==> config.mk <==
export PLATFORM = sky130hd
export DESIGN_NAME = fpw_divider
export DESIGN_NICKNAME = d
export VERILOG_FILES = /design/src/rtl/fpw_pkg.sv /design/src/rtl/fpw_divider.sv
export SDC_FILE = /design/constraint.sdc
export NUM_CORES = 1
export LEC_CHECK = 0
export BUFFER_PORTS_ARGS = -buffer_cell sky130_fd_sc_hd__buf_2
export CORE_ASPECT_RATIO = 2
export CORE_UTILIZATION = 35
export CTS_CLUSTER_DIAMETER = 150
export DETAILED_ROUTE_END_ITERATION = 16
export HOLD_SLACK_MARGIN = 0.05
export REMOVE_ABC_BUFFERS = 1
export SLEW_MARGIN = 20
export SYNTH_ARGS = -nofsm -noshare
export SYNTH_HDL_FRONTEND = slang
export SYNTH_SLANG_ARGS = --single-unit
==> constraint.sdc <==
create_clock -name clk -period 3.7 [get_ports clk]
set_clock_uncertainty 0.2 [all_clocks]
set_input_delay 0.74 -clock clk [delete_from_list [all_inputs] [get_ports clk]]
set_output_delay 0.74 -clock clk [all_outputs]
set_load 0.01 [all_outputs]
==> src/rtl/fpw_pkg.sv <==
// Shared constants, types and state codes of the fuel pulse width block.
`default_nettype none

package fpw_pkg;

    // Engine constants.
    localparam int STOICH_X100   = 1470;
    localparam int BANKS         = 2;
    localparam int MAX_WIDTH_US  = 25000;
    localparam int CRANK_AFR     = 1200;

    // Divider sizing: dividend req*ve*stoich, divisor afr*1000.
    localparam int DVD_W = 39;
    localparam int DSR_W = 22;
    localparam int DIV_CNT_W = $clog2(DVD_W + 1);

    // Closed-loop trim denominator.
    localparam int TRIM_DEN   = BANKS * 32768;
    localparam int TRIM_SHIFT = $clog2(BANKS) + 15;

    // Configuration register indexes.
    localparam logic [2:0] REG_BASE_FUEL  = 3'd0;
    localparam logic [2:0] REG_MIN_SPEED  = 3'd1;
    localparam logic [2:0] REG_MAX_SPEED  = 3'd2;
    localparam logic [2:0] REG_MAX_PRESS  = 3'd3;
    localparam logic [2:0] REG_PROP_GAIN  = 3'd4;
    localparam logic [2:0] REG_INT_GAIN   = 3'd5;
    localparam logic [2:0] REG_TRIM_LIMIT = 3'd6;
    localparam logic [2:0] REG_CRANK_W    = 3'd7;

    typedef enum logic [3:0] {
        ST_IDLE,
        ST_BASE_RV,
        ST_BASE_ST,
        ST_BASE_AF,
        ST_DIV,
        ST_WARM,
        ST_SCALE,
        ST_ACCEL,
        ST_TRIM_I,
        ST_TRIM_P,
        ST_APPLY,
        ST_FINISH
    } fpw_state_t;

endpackage

`default_nettype wire

==> src/rtl/fpw_divider.sv <==
// Restoring unsigned divider that produces one quotient bit per cycle.
`default_nettype none

module fpw_divider (
    input  wire logic                       clk,
    input  wire logic                       rst_n,
    input  wire logic                       start,
    input  wire logic [fpw_pkg::DVD_W-1:0]  dividend,
    input  wire logic [fpw_pkg::DSR_W-1:0]  divisor,
    output logic                            done,
    output logic [fpw_pkg::DVD_W-1:0]       quotient
);
    import fpw_pkg::*;

    logic [DVD_W-1:0]     dvd_reg, dvd_next;
    logic [DSR_W-1:0]     rem_reg, rem_next;
    logic [DSR_W-1:0]     dsr_reg, dsr_next;
    logic [DIV_CNT_W-1:0] cnt_reg, cnt_next;
    logic                 busy_reg, busy_next;
    logic                 done_reg, done_next;
    logic [DSR_W:0]       trial;
    logic                 fits;

    always_comb
    begin
        trial     = {rem_reg, dvd_reg[DVD_W-1]};
        fits      = trial >= {1'b0, dsr_reg};
        dvd_next  = dvd_reg;
        rem_next  = rem_reg;
        dsr_next  = dsr_reg;
        cnt_next  = cnt_reg;
        busy_next = busy_reg;
        done_next = 1'b0;
        if (start)
        begin
            dvd_next  = dividend;
            rem_next  = '0;
            dsr_next  = divisor;
            cnt_next  = DIV_CNT_W'(DVD_W);
            busy_next = 1'b1;
        end
        else if (busy_reg)
        begin
            rem_next = fits ? DSR_W'(trial - {1'b0, dsr_reg}) : trial[DSR_W-1:0];
            dvd_next = {dvd_reg[DVD_W-2:0], fits};
            cnt_next = cnt_reg - 1'b1;
            if (cnt_reg == DIV_CNT_W'(1))
            begin
                busy_next = 1'b0;
                done_next = 1'b1;
            end
        end
    end

    always_ff @(posedge clk or negedge rst_n)
    begin
        if (!rst_n)
        begin
            cnt_reg  <= '0;
            busy_reg <= 1'b0;
            done_reg <= 1'b0;
        end
        else
        begin
            cnt_reg  <= cnt_next;
            busy_reg <= busy_next;
            done_reg <= done_next;
        end
    end

    always_ff @(posedge clk)
    begin
        dvd_reg <= dvd_next;
        rem_reg <= rem_next;
        dsr_reg <= dsr_next;
    end

    assign done     = done_reg;
    assign quotient = dvd_reg;

endmodule

`default_nettype wire

==> results_dict.tcl, run 1 <==
set metrics [dict create \
    power.density_mw_per_mm2 440 \
    dr_wl_met3_microns 428 \
    fp.dieArea_sq_mm 0.0145 \
    yosys_warnings 0 \
    ys_ff_latch 91 \
    fmax_mhz 304 \
    cts_max_path_buffers 2 \
    initial_core_util_pct 36.2 \
    die_w_microns 85.8 \
    crit_path_max_fanout 3 \
    core_area_sq_mm 0.0136 \
    post-route-drc-count 0 \
    synth-edff-count 61 \
    syn2layout_area_growth_pct 21.7 \
    ys_types 59 \
    port_buffers 103 \
    cts_tree "yes" \
    grt_pass1_vias 3857 \
    rsz0062_at_grt "no" \
    synth_area_per_cell_sq_um 11.3 \
    cts_buffers 9 \
    antenna_found_initial 0 \
    tightest_slew_ns 0.774 \
    final-hold-violation-count 0 \
    n_antenna_cell 0 \
    worst_setup_path_end_kind "register" \
    dieHeight_microns 170 \
    wl_per_cell_microns 14.2 \
    largest_register_ffs 39 \
    vdd.ir_drop.worst_uv 342 \
    required_ns 3.74 \
    cts-root-buf "clkbuf_16" \
    vias_per_cell 4.98 \
    placementRows 60 \
    num-nets-final 627 \
    synth_ff_type "edfxtp_1" \
    synthArstFlopShare_pct 8.79 \
    syn_inst 435 \
    slew_headroom_pct 48.4 \
    internal_power_mw 2.05 \
    hp-class "register to register" \
    min_period_over_period_pct 89.0 \
    power.share.switching_pct 22.3 \
    place.gp.congestion 0.786 \
    clkTransAtPathRegs_ns 0.07 \
    htree_levels 3 \
    routed-wl-met2_microns 5710 \
    cap_viol_max_count 0 \
    critPathArrivalTime_ns 3.33 \
    ys_seq_area_share_pct 50.3 \
    routed_wl_microns 10400 \
    finalMaxSlewViolations 0 \
    worst-r2r-setup-slack_ns 0.41 \
    finalSetupViolCount 0 \
    synth_area_sq_mm 0.00491 \
    leakagePower_nw 2.68 \
    power_frac_comb_pct 11.7 \
    cp-start-kind "register" \
    status "finished, final reports clean" \
    ant_nets 0 \
    switching_power_mw 0.588 \
    clock_power_share_pct 42.9 \
    pin_count 104 \
    p_seq_share_pct 45.4 \
    cts.sinks 91 \
    grt_max_degree 69 \
    grt_pass1_wl_microns 17600 \
    fin_crit_ns 3.29 \
    initialDrtViolationCount 203 \
    place_hpwl_microns 7690 \
    grtUsageTotal_pct 15.3 \
    wl_met1_microns 3940 \
    drive_above_1_share_pct 32.8 \
    critical_path_class "register to register" \
    setup_tns_ns 0 \
    routed.top_layer "met4" \
    vias 3630 \
    grt-ovfl-total 0 \
    clkLatencyLatePin_ns 0.34 \
    power_mw 2.63 \
    drt_first_pass_iters 4 \
]
through the flow:
stage | std cells | util (%) | area [sq um] | hold WS [ns] | setup WS, ns
3_5_place_dp | 712 | 41.2 | 5600 | 0.291 | 0.389
2_1_floorplan | 418 | - | 4810 | 0.244 | 0.523
6_report | 729 | 44.0 | 5980 | 0.294 | 0.405
3_3_place_gp | 712 | 41.2 | 5600 | 0.287 | 0.435
5_1_grt | 729 | 44.0 | 5980 | 0.326 | 0.0244
4_1_cts | 729 | 44.0 | 5980 | 0.300 | 0.370
critical path, cell delays in order (launching register included):
cell	delay [ns]
edfxtp_1	0.37
inv_1	0.08
ha_1	0.15
inv_1	0.05
fa_1	0.39
a21oi_1	0.22
o211ai_1	0.18
a2111oi_2	0.45
o21ai_0	0.24
buf_4	0.20
o41ai_1	0.26
nor3_1	0.11
a2111oi_2	0.28
routing by layer:
| metal | vias up | global-route usage (%) |
|---|---|---|
| met1 | 1716 | 15.5 |
| met5 | - | 0 |
| met3 | 21 | 3.11 |
| met4 | 0 | 6.59 |
| met2 | 100 | 29.4 |
| li1 | 1793 | - |
area by class of cell:
class                           instances  area (sq um)
Clock buffer                            9           225
Timing Repair Buffer                  109           566
Multi-Input combinational cell        292          2210
Sequential cell                        91          2470
Fill cell                            1298          7610
Clock inverter                          7           145
Inverter                               35           131
Tap cell                              186           233
power by group through the flow:
stage	Clock [mW]	Sequential (mW)	Combinational, mW
after CTS	1.16	1.20	0.311
after global routing	1.20	1.21	0.340
final	1.13	1.20	0.307
after global placement	0	1.22	0.302
after floorplan	0	1.24	0.157
after detailed placement	0	1.22	0.309
Yosys cell counts, types with 9 or more instances:
master	instances	area share, %
a211oi_1	15	2.3
a21oi_1	15	1.5
clkbuf_1	11	0.84
dfxtp_1	22	9.0
edfxtp_1	61	37
ha_1	24	6.1
inv_1	35	2.7
mux2_2	38	8.7
mux2i_1	15	3.1
nand2_1	28	2.1
nand3_1	12	1.2
nor2_1	39	3.0
o21ai_0	9	0.92
xnor2_1	14	2.5
cells by family after synthesis:
kind of cell | count (synthesis) | share of synthesized area, %
xor gates and xnor gates | 20 | 3.57
AOI/OAI and AO/OA | 80 | 11.9
DFF | 91 | 50.3
adders and majority gates | 25 | 6.52
muxes | 54 | 12.0
and+or+nand+nor | 113 | 11.0
buffers and inverters | 52 | 4.76
what timing repair did:
action,4_1_cts,5_1_grt
endpoints found under the setup margin,0,1
gates resized for setup,0,1
buffers inserted,0,0
hold buffers,1,0
hold endpoints to repair,8,0
placed cells by master, fill, tap and decap left out, types with 2 or more instances in the layout:
| cell type | n |
|---|---|
| xnor2_1 | 14 |
| nor3b_1 | 2 |
| a31oi_1 | 7 |
| o211ai_1 | 2 |
| inv_6 | 2 |
| a21bo_2 | 2 |
| clkbuf_16 | 9 |
| mux2_2 | 38 |
| bufinv_16 | 4 |
| nand4_1 | 2 |
| nor3_1 | 6 |
| edfxtp_1 | 61 |
| dfrtp_1 | 8 |
| nand2b_1 | 5 |
| a311oi_1 | 4 |
| o41ai_1 | 2 |
| a21oi_2 | 3 |
| o21ai_0 | 9 |
| nand3_1 | 12 |
| and3_1 | 3 |
| a211oi_1 | 15 |
| a21oi_1 | 15 |
| nand2_1 | 28 |
| mux2i_1 | 15 |
| o21a_1 | 2 |
| inv_1 | 35 |
| buf_2 | 102 |
| or3_1 | 2 |
| ha_1 | 24 |
| buf_4 | 6 |
| xor2_1 | 6 |
| a21o_1 | 6 |
| a2111oi_2 | 2 |
| nor2_1 | 39 |
| dfxtp_1 | 22 |
| nor4_1 | 3 |
worst paths after layout:
check | cells after the start | endpoint | from
setup / recovery | 12 | rem_reg[18] | quotient[38]
hold / removal | 2 | rem_reg[15] | rem_reg[14]
setup reg to reg | 12 | rem_reg[18] | quotient[38]
hold reg to reg | 2 | rem_reg[15] | rem_reg[14]
max in group asynchronous | 2 | cnt_reg[0] | rst_n
min in group asynchronous | 2 | cnt_reg[2] | rst_n
Power figures use the tool's default switching activity.
==> inputs of run 2 (changes only) <==
clock period = 3.24 ns   (was 3.7 ns; I/O delays follow)
==> run 2 against run 1 <==
Effect of this change: first-iteration DRC count is 8.4% lower; power rose by 6.9%; sequential power is 14% higher; global-route usage shrank 0.14 points; final cell count rose by 0.82%; die area stayed put; utilization rose by 0.41 points; sequential share of layout area shrank 0.39 points; clock power is 4% lower; combinational power is 17% higher; wire length grew 1.8%.
==> results_dict.tcl, run 2 (synthesis gave the netlist of run 1 again) <==
set metrics [dict create \
    cap_viol_max_count 0 \
    place.gp.congestion 0.800 \
    setup_tns_ns 0 \
    cts_max_path_buffers 2 \
    hp-class "input pin to register" \
    tightest_slew_ns 0.642 \
    worst-r2r-setup-slack_ns 0.16 \
    fmax_mhz 325 \
    switching_power_mw 0.699 \
    initialDrtViolationCount 186 \
    final_cell_mix "buf_2, edfxtp_1, nor2_1, mux2_2, inv_1" \
    drive_above_1_share_pct 34.6 \
    clkTransAtPathRegs_ns 0.07 \
    die_w_microns 85.8 \
    slew_headroom_pct 57.2 \
    dieHeight_microns 170 \
    final_common_cell "buf_2" \
    finalSetupViolCount 0 \
    cts_tree "yes" \
    routed_wl_microns 10600 \
    status "finished, final reports clean" \
    ant_nets 0 \
    crit_path_max_fanout 11 \
    placed_cell_area_sq_mm 0.00565 \
    cts-root-buf "clkbuf_16" \
    clkLatencyLatePin_ns 0.34 \
    core_area_sq_mm 0.0136 \
    vias_per_cell 4.94 \
    p_seq_share_pct 48.5 \
    fillers 1284 \
    cts_buffers 9 \
    final-hold-violation-count 0 \
    clock_power_share_pct 38.7 \
    critPathArrivalTime_ns 3.12 \
    n_antenna_cell 0 \
    vias 3628 \
    grt_max_degree 61 \
    numPlacedInstances 715 \
    grt-ovfl-total 0 \
    vdd.ir_drop.worst_uv 290 \
    initial_core_util_pct 36.2 \
    internal_power_mw 2.12 \
    preCtsSetupSlack_ns -0.136 \
    timing.final.ws_setup_ns 0.159 \
    num-nets-final 633 \
    finalMaxSlewViolations 0 \
    leakagePower_nw 2.69 \
    grtUsageTotal_pct 15.1 \
    fp.dieArea_sq_mm 0.0145 \
    fin_crit_ns 3.08 \
    rsz0062_at_grt "no" \
    cp-start-kind "register" \
    utilization_pct 44.4 \
    syn2layout_area_growth_pct 22.9 \
    port_buffers 103 \
    min_period_over_period_pct 95.1 \
    antenna_found_initial 0 \
    power_frac_comb_pct 12.7 \
    htree_levels 3 \
    post-route-drc-count 0 \
    placementRows 60 \
    power.density_mw_per_mm2 466 \
    power.share.switching_pct 24.8 \
    fin_cells 735 \
    wl_per_cell_microns 14.4 \
    critical_path_class "register to register" \
    grt_pass1_vias 3805 \
    place_hpwl_microns 7650 \
    stdcell_area_sq_mm 0.00604 \
    drt_first_pass_iters 6 \
    worst_setup_path_end_kind "register" \
    required_ns 3.28 \
    pin_count 104 \
    cts.sinks 91 \
    grt_pass1_wl_microns 17300 \
    largest_register_ffs 39 \
]
## run 2: cell count changes in the layout (fill, tap and decap cells not counted), sizes merged
cell	delta
inv	+2
buf	+6
clkinv	+1
bufinv	-3
## run 2: cell type report
| cell class | instances | area (sq um) | area share (%) |
|---|---|---|---|
| well taps | 186 | 233 | 3.85 |
| multi-input cells | 292 | 2260 | 37.4 |
| inverters | 35 | 131 | 2.18 |
| clock inverters | 7 | 83.8 | 1.39 |
| repair buffers | 115 | 636 | 10.5 |
| clock buffers | 9 | 225 | 3.73 |
| flip-flops and latches | 91 | 2470 | 41.0 |
## run 2: worst max-delay path: stages, from the launching register on
cell	delay (ns)
edfxtp_1	0.32
inv_1	0.04
ha_1	0.36
a21oi_2	0.18
a21o_2	0.18
a211oi_2	0.09
or3b_1	0.43
a311o_2	0.45
nand2_8	0.14
buf_4	0.20
nor3_1	0.09
a2111oi_2	0.29
## run 2: routing by layer
layer | global-route usage (%) | share of wire (%)
met3 | 2.63 | 4.2
met5 | 0 | 0
met2 | 28.2 | 54
met4 | 7.97 | 3.4
met1 | 15.8 | 38
## run 2: power groups by stage
stage	Clock, mW	Combinational [mW]	Sequential [mW]
2_1_floorplan	0	0.179	1.41
3_3_place_gp	0	0.346	1.39
3_5_place_dp	0	0.354	1.39
4_1_cts	1.13	0.359	1.37
5_1_grt	1.16	0.394	1.38
6_report	1.09	0.359	1.37
## run 2: worst paths after layout
path,from,to,cells after the start
max,dsr_reg[2],rem_reg[18],11
min,divisor[18],dsr_reg[18],1
max reg2reg,dsr_reg[2],rem_reg[18],11
min reg2reg,rem_reg[16],rem_reg[17],2
max in group asynchronous,rst_n,cnt_reg[5],2
min in group asynchronous,rst_n,cnt_reg[4],2
## run 2: through the flow
step / hold WS (ns) / total power [mW]
global route: 0.266 / 2.93
finish: 0.275 / 2.81
CTS: 0.265 / 2.85
floorplan: 0.152 / 1.59
detailed placement: 0.290 / 1.75
global placement: 0.286 / 1.73
## run 2: what timing repair did
item,4_1_cts,5_1_grt
pin swaps,1,2
hold endpoints to repair,8,0
setup endpoints to repair,2,9
hold buffers,1,0
buffers inserted,1,2
gates resized for setup,4,6
==> inputs of run 3 (changes only) <==
ABC_AREA = 1   (was default)
==> run 3 against run 2 <==
Effect of this change: die area grew 11%; final cell count grew 41%; global-route usage grew 3.8 points; register-to-register slack gained 0.39 ns; sequential power grew 12%; worst hold slack lost 0.0045 ns; synthesized area grew 12%; critical endpoint is now quotient[0]; largest cell class unchanged.
==> results_dict.tcl, run 3 <==
set metrics [dict create \
    status "finished, final reports clean" \
    initial_core_util_pct 35.8 \
    syn_inst 729 \
    final_cell_mix "nand2_1, inv_1, buf_2, edfxtp_1, nand3_1" \
    place_hpwl_microns 10800 \
    yosysMostFrequentCell "nand2_1" \
    reg2regPathDepth 11 \
    clkLatencyLatePin_ns 0.34 \
    cts-root-buf "clkbuf_16" \
    synth_area_sq_mm 0.00548 \
    clkTransAtPathRegs_ns 0.06 \
    routed_wl_microns 14200 \
    cts_buffers 9 \
    fmax_mhz 372 \
    cts.sinks 91 \
    holdPathEnd "rem_reg[16]" \
    htree_levels 3 \
    final_common_cell "nand2_1" \
    netlist.area_leader.share_pct 33.4 \
    ys_ff_latch 91 \
    setup_tns_ns 0 \
    preCtsSetupSlack_ns 0.564 \
    yosysTopAreaCell "edfxtp_1" \
    fp.dieArea_sq_mm 0.0162 \
    synth_area_per_cell_sq_um 7.52 \
    tightest_slew_ns 0.702 \
    synth-edff-count 61 \
    wl_per_cell_microns 13.7 \
    drt_first_pass_iters 4 \
    cts_max_path_buffers 2 \
    cap_viol_max_count 0 \
    placementRows 64 \
    ys_seq_area_share_pct 45.1 \
    min_path_cells 2 \
    cp-start-kind "register" \
    critPathArrivalTime_ns 2.56 \
    fin_crit_ns 2.69 \
    critical_path_class "register to register" \
    core_area_sq_mm 0.0153 \
    timing.final.ws_setup_ns 0.550 \
    worst-r2r-setup-slack_ns 0.55 \
    antenna_found_initial 0 \
    crit_slowest_cell "nor2_1" \
    final-hold-violation-count 0 \
    grt_pass1_vias 5134 \
    crit_path_max_fanout 13 \
    finalSetupViolCount 0 \
    post-route-drc-count 0 \
    cts_hold_buffers 1 \
    cp_slowest_stage_delay_ns 0.53 \
    vias 4797 \
    largest_register_ffs 39 \
    crit_top_cell "nand2_1" \
    required_ns 3.11 \
    syn2layout_area_growth_pct 19.1 \
    vdd.ir_drop.worst_uv 274 \
    grtUsageTotal_pct 18.9 \
    power.density_mw_per_mm2 678 \
    rr_endpoint "quotient[0]" \
    synthTopCellsByArea "edfxtp_1, nand2_1, dfxtp_1" \
    crit_chain "inv_1, ha_1, nand2_1, inv_1, nand2_1, nor2_1, nand2_1, nand2_1, nor2_1, buf_4, a31oi_1" \
    place.gp.congestion 0.936 \
    n_antenna_cell 0 \
    grt-ovfl-total 0 \
    yosys_warnings 0 \
    post_cts_buffers 0 \
    port_buffers 103 \
    ys_top_cells_by_count "nand2_1, inv_1, edfxtp_1" \
    num-nets-final 921 \
    r2r_start "dsr_reg[17]" \
    drive_above_1_share_pct 17.8 \
    leakagePower_nw 3.44 \
    cts_tree "yes" \
    synth_ff_type "edfxtp_1" \
    finalMaxSlewViolations 0 \
    grt_pass1_wl_microns 23500 \
    min_period_over_period_pct 83.0 \
    synthArstFlopShare_pct 8.79 \
    initialDrtViolationCount 232 \
    vias_per_cell 4.63 \
    die_w_microns 90.5 \
    grt_max_degree 50 \
    hp-class "register to register" \
    pin_count 104 \
    min_from "rem_reg[16]" \
    worst_setup_path_end_kind "register" \
    cts.repair.resized 0 \
    ys_types 36 \
    rsz0062_at_grt "no" \
    dieHeight_microns 179 \
    slew_headroom_pct 53.0 \
    ant_nets 0 \
]
## run 3: worst max-delay path by stage
stage	start	cells past startpoint	end
CTS	dsr_reg[17]	11	quotient[0]
finish	dsr_reg[17]	11	quotient[0]
floorplan	start	2	quotient[0]
global placement	dsr_reg[17]	11	quotient[0]
global route	dsr_reg[17]	13	rem_reg[6]
detailed placement	dsr_reg[17]	13	rem_reg[8]
## run 3: layout make-up
cell class                      instances  area (sq um)
Fill cell                            1599          8770
Timing Repair Buffer                  110           596
Clock buffer                            9           225
Inverter                              112           420
Multi-Input combinational cell        508          2470
Tap cell                              198           248
Sequential cell                        91          2470
Clock inverter                          7          91.3
## run 3: where the power goes
part | total [mW] | switching (mW) | internal [mW]
combinational | 1.76 | 1.11 | 0.645
clock | 1.13 | 0.457 | 0.675
sequential | 1.53 | 0.111 | 1.42
## run 3: through the flow
stage | util, % | std cells | total power [mW] | cell area, sq um | hold slack [ns]
2_1_floorplan | - | 711 | 2.82 | 5360 | 0.152
5_1_grt | 42.7 | 1035 | 4.77 | 6520 | 0.259
3_5_place_dp | 40.5 | 1018 | 3.32 | 6200 | 0.262
4_1_cts | 42.7 | 1035 | 4.48 | 6520 | 0.254
6_report | 42.7 | 1035 | 4.42 | 6520 | 0.271
3_3_place_gp | 40.5 | 1018 | 3.31 | 6200 | 0.263
## run 3: critical path: cells and delay by family, from the launching register on
kind	cells	cell delay, ns
AOI/OAI and AO/OA	1	0.11
and+or+nand+nor	6	1.01
DFF	1	0.35
buffers and inverters	3	0.46
adders and majority gates	1	0.27
## run 3: per-layer routing
layer | share of wire (%) | global-route usage, % | vias to the layer above
li1 | - | - | 2495
met1 | 35 | 16.2 | 2116
met2 | 54 | 37.4 | 136
met3 | 3.3 | 2.93 | 50
met4 | 7.4 | 15.7 | 0
met5 | 0 | 0 | -
## run 3: cells by family (layout without fill, tap and decap cells)
group,after synthesis,in the layout,synth area share [%]
DFF,91,91,45.1
xor gates and xnor gates,9,9,1.44
adders and majority gates,25,25,5.85
buffers and inverters,130,238,9.77
and+or+nand+nor,435,435,33.9
AOI/OAI and AO/OA,39,39,3.93
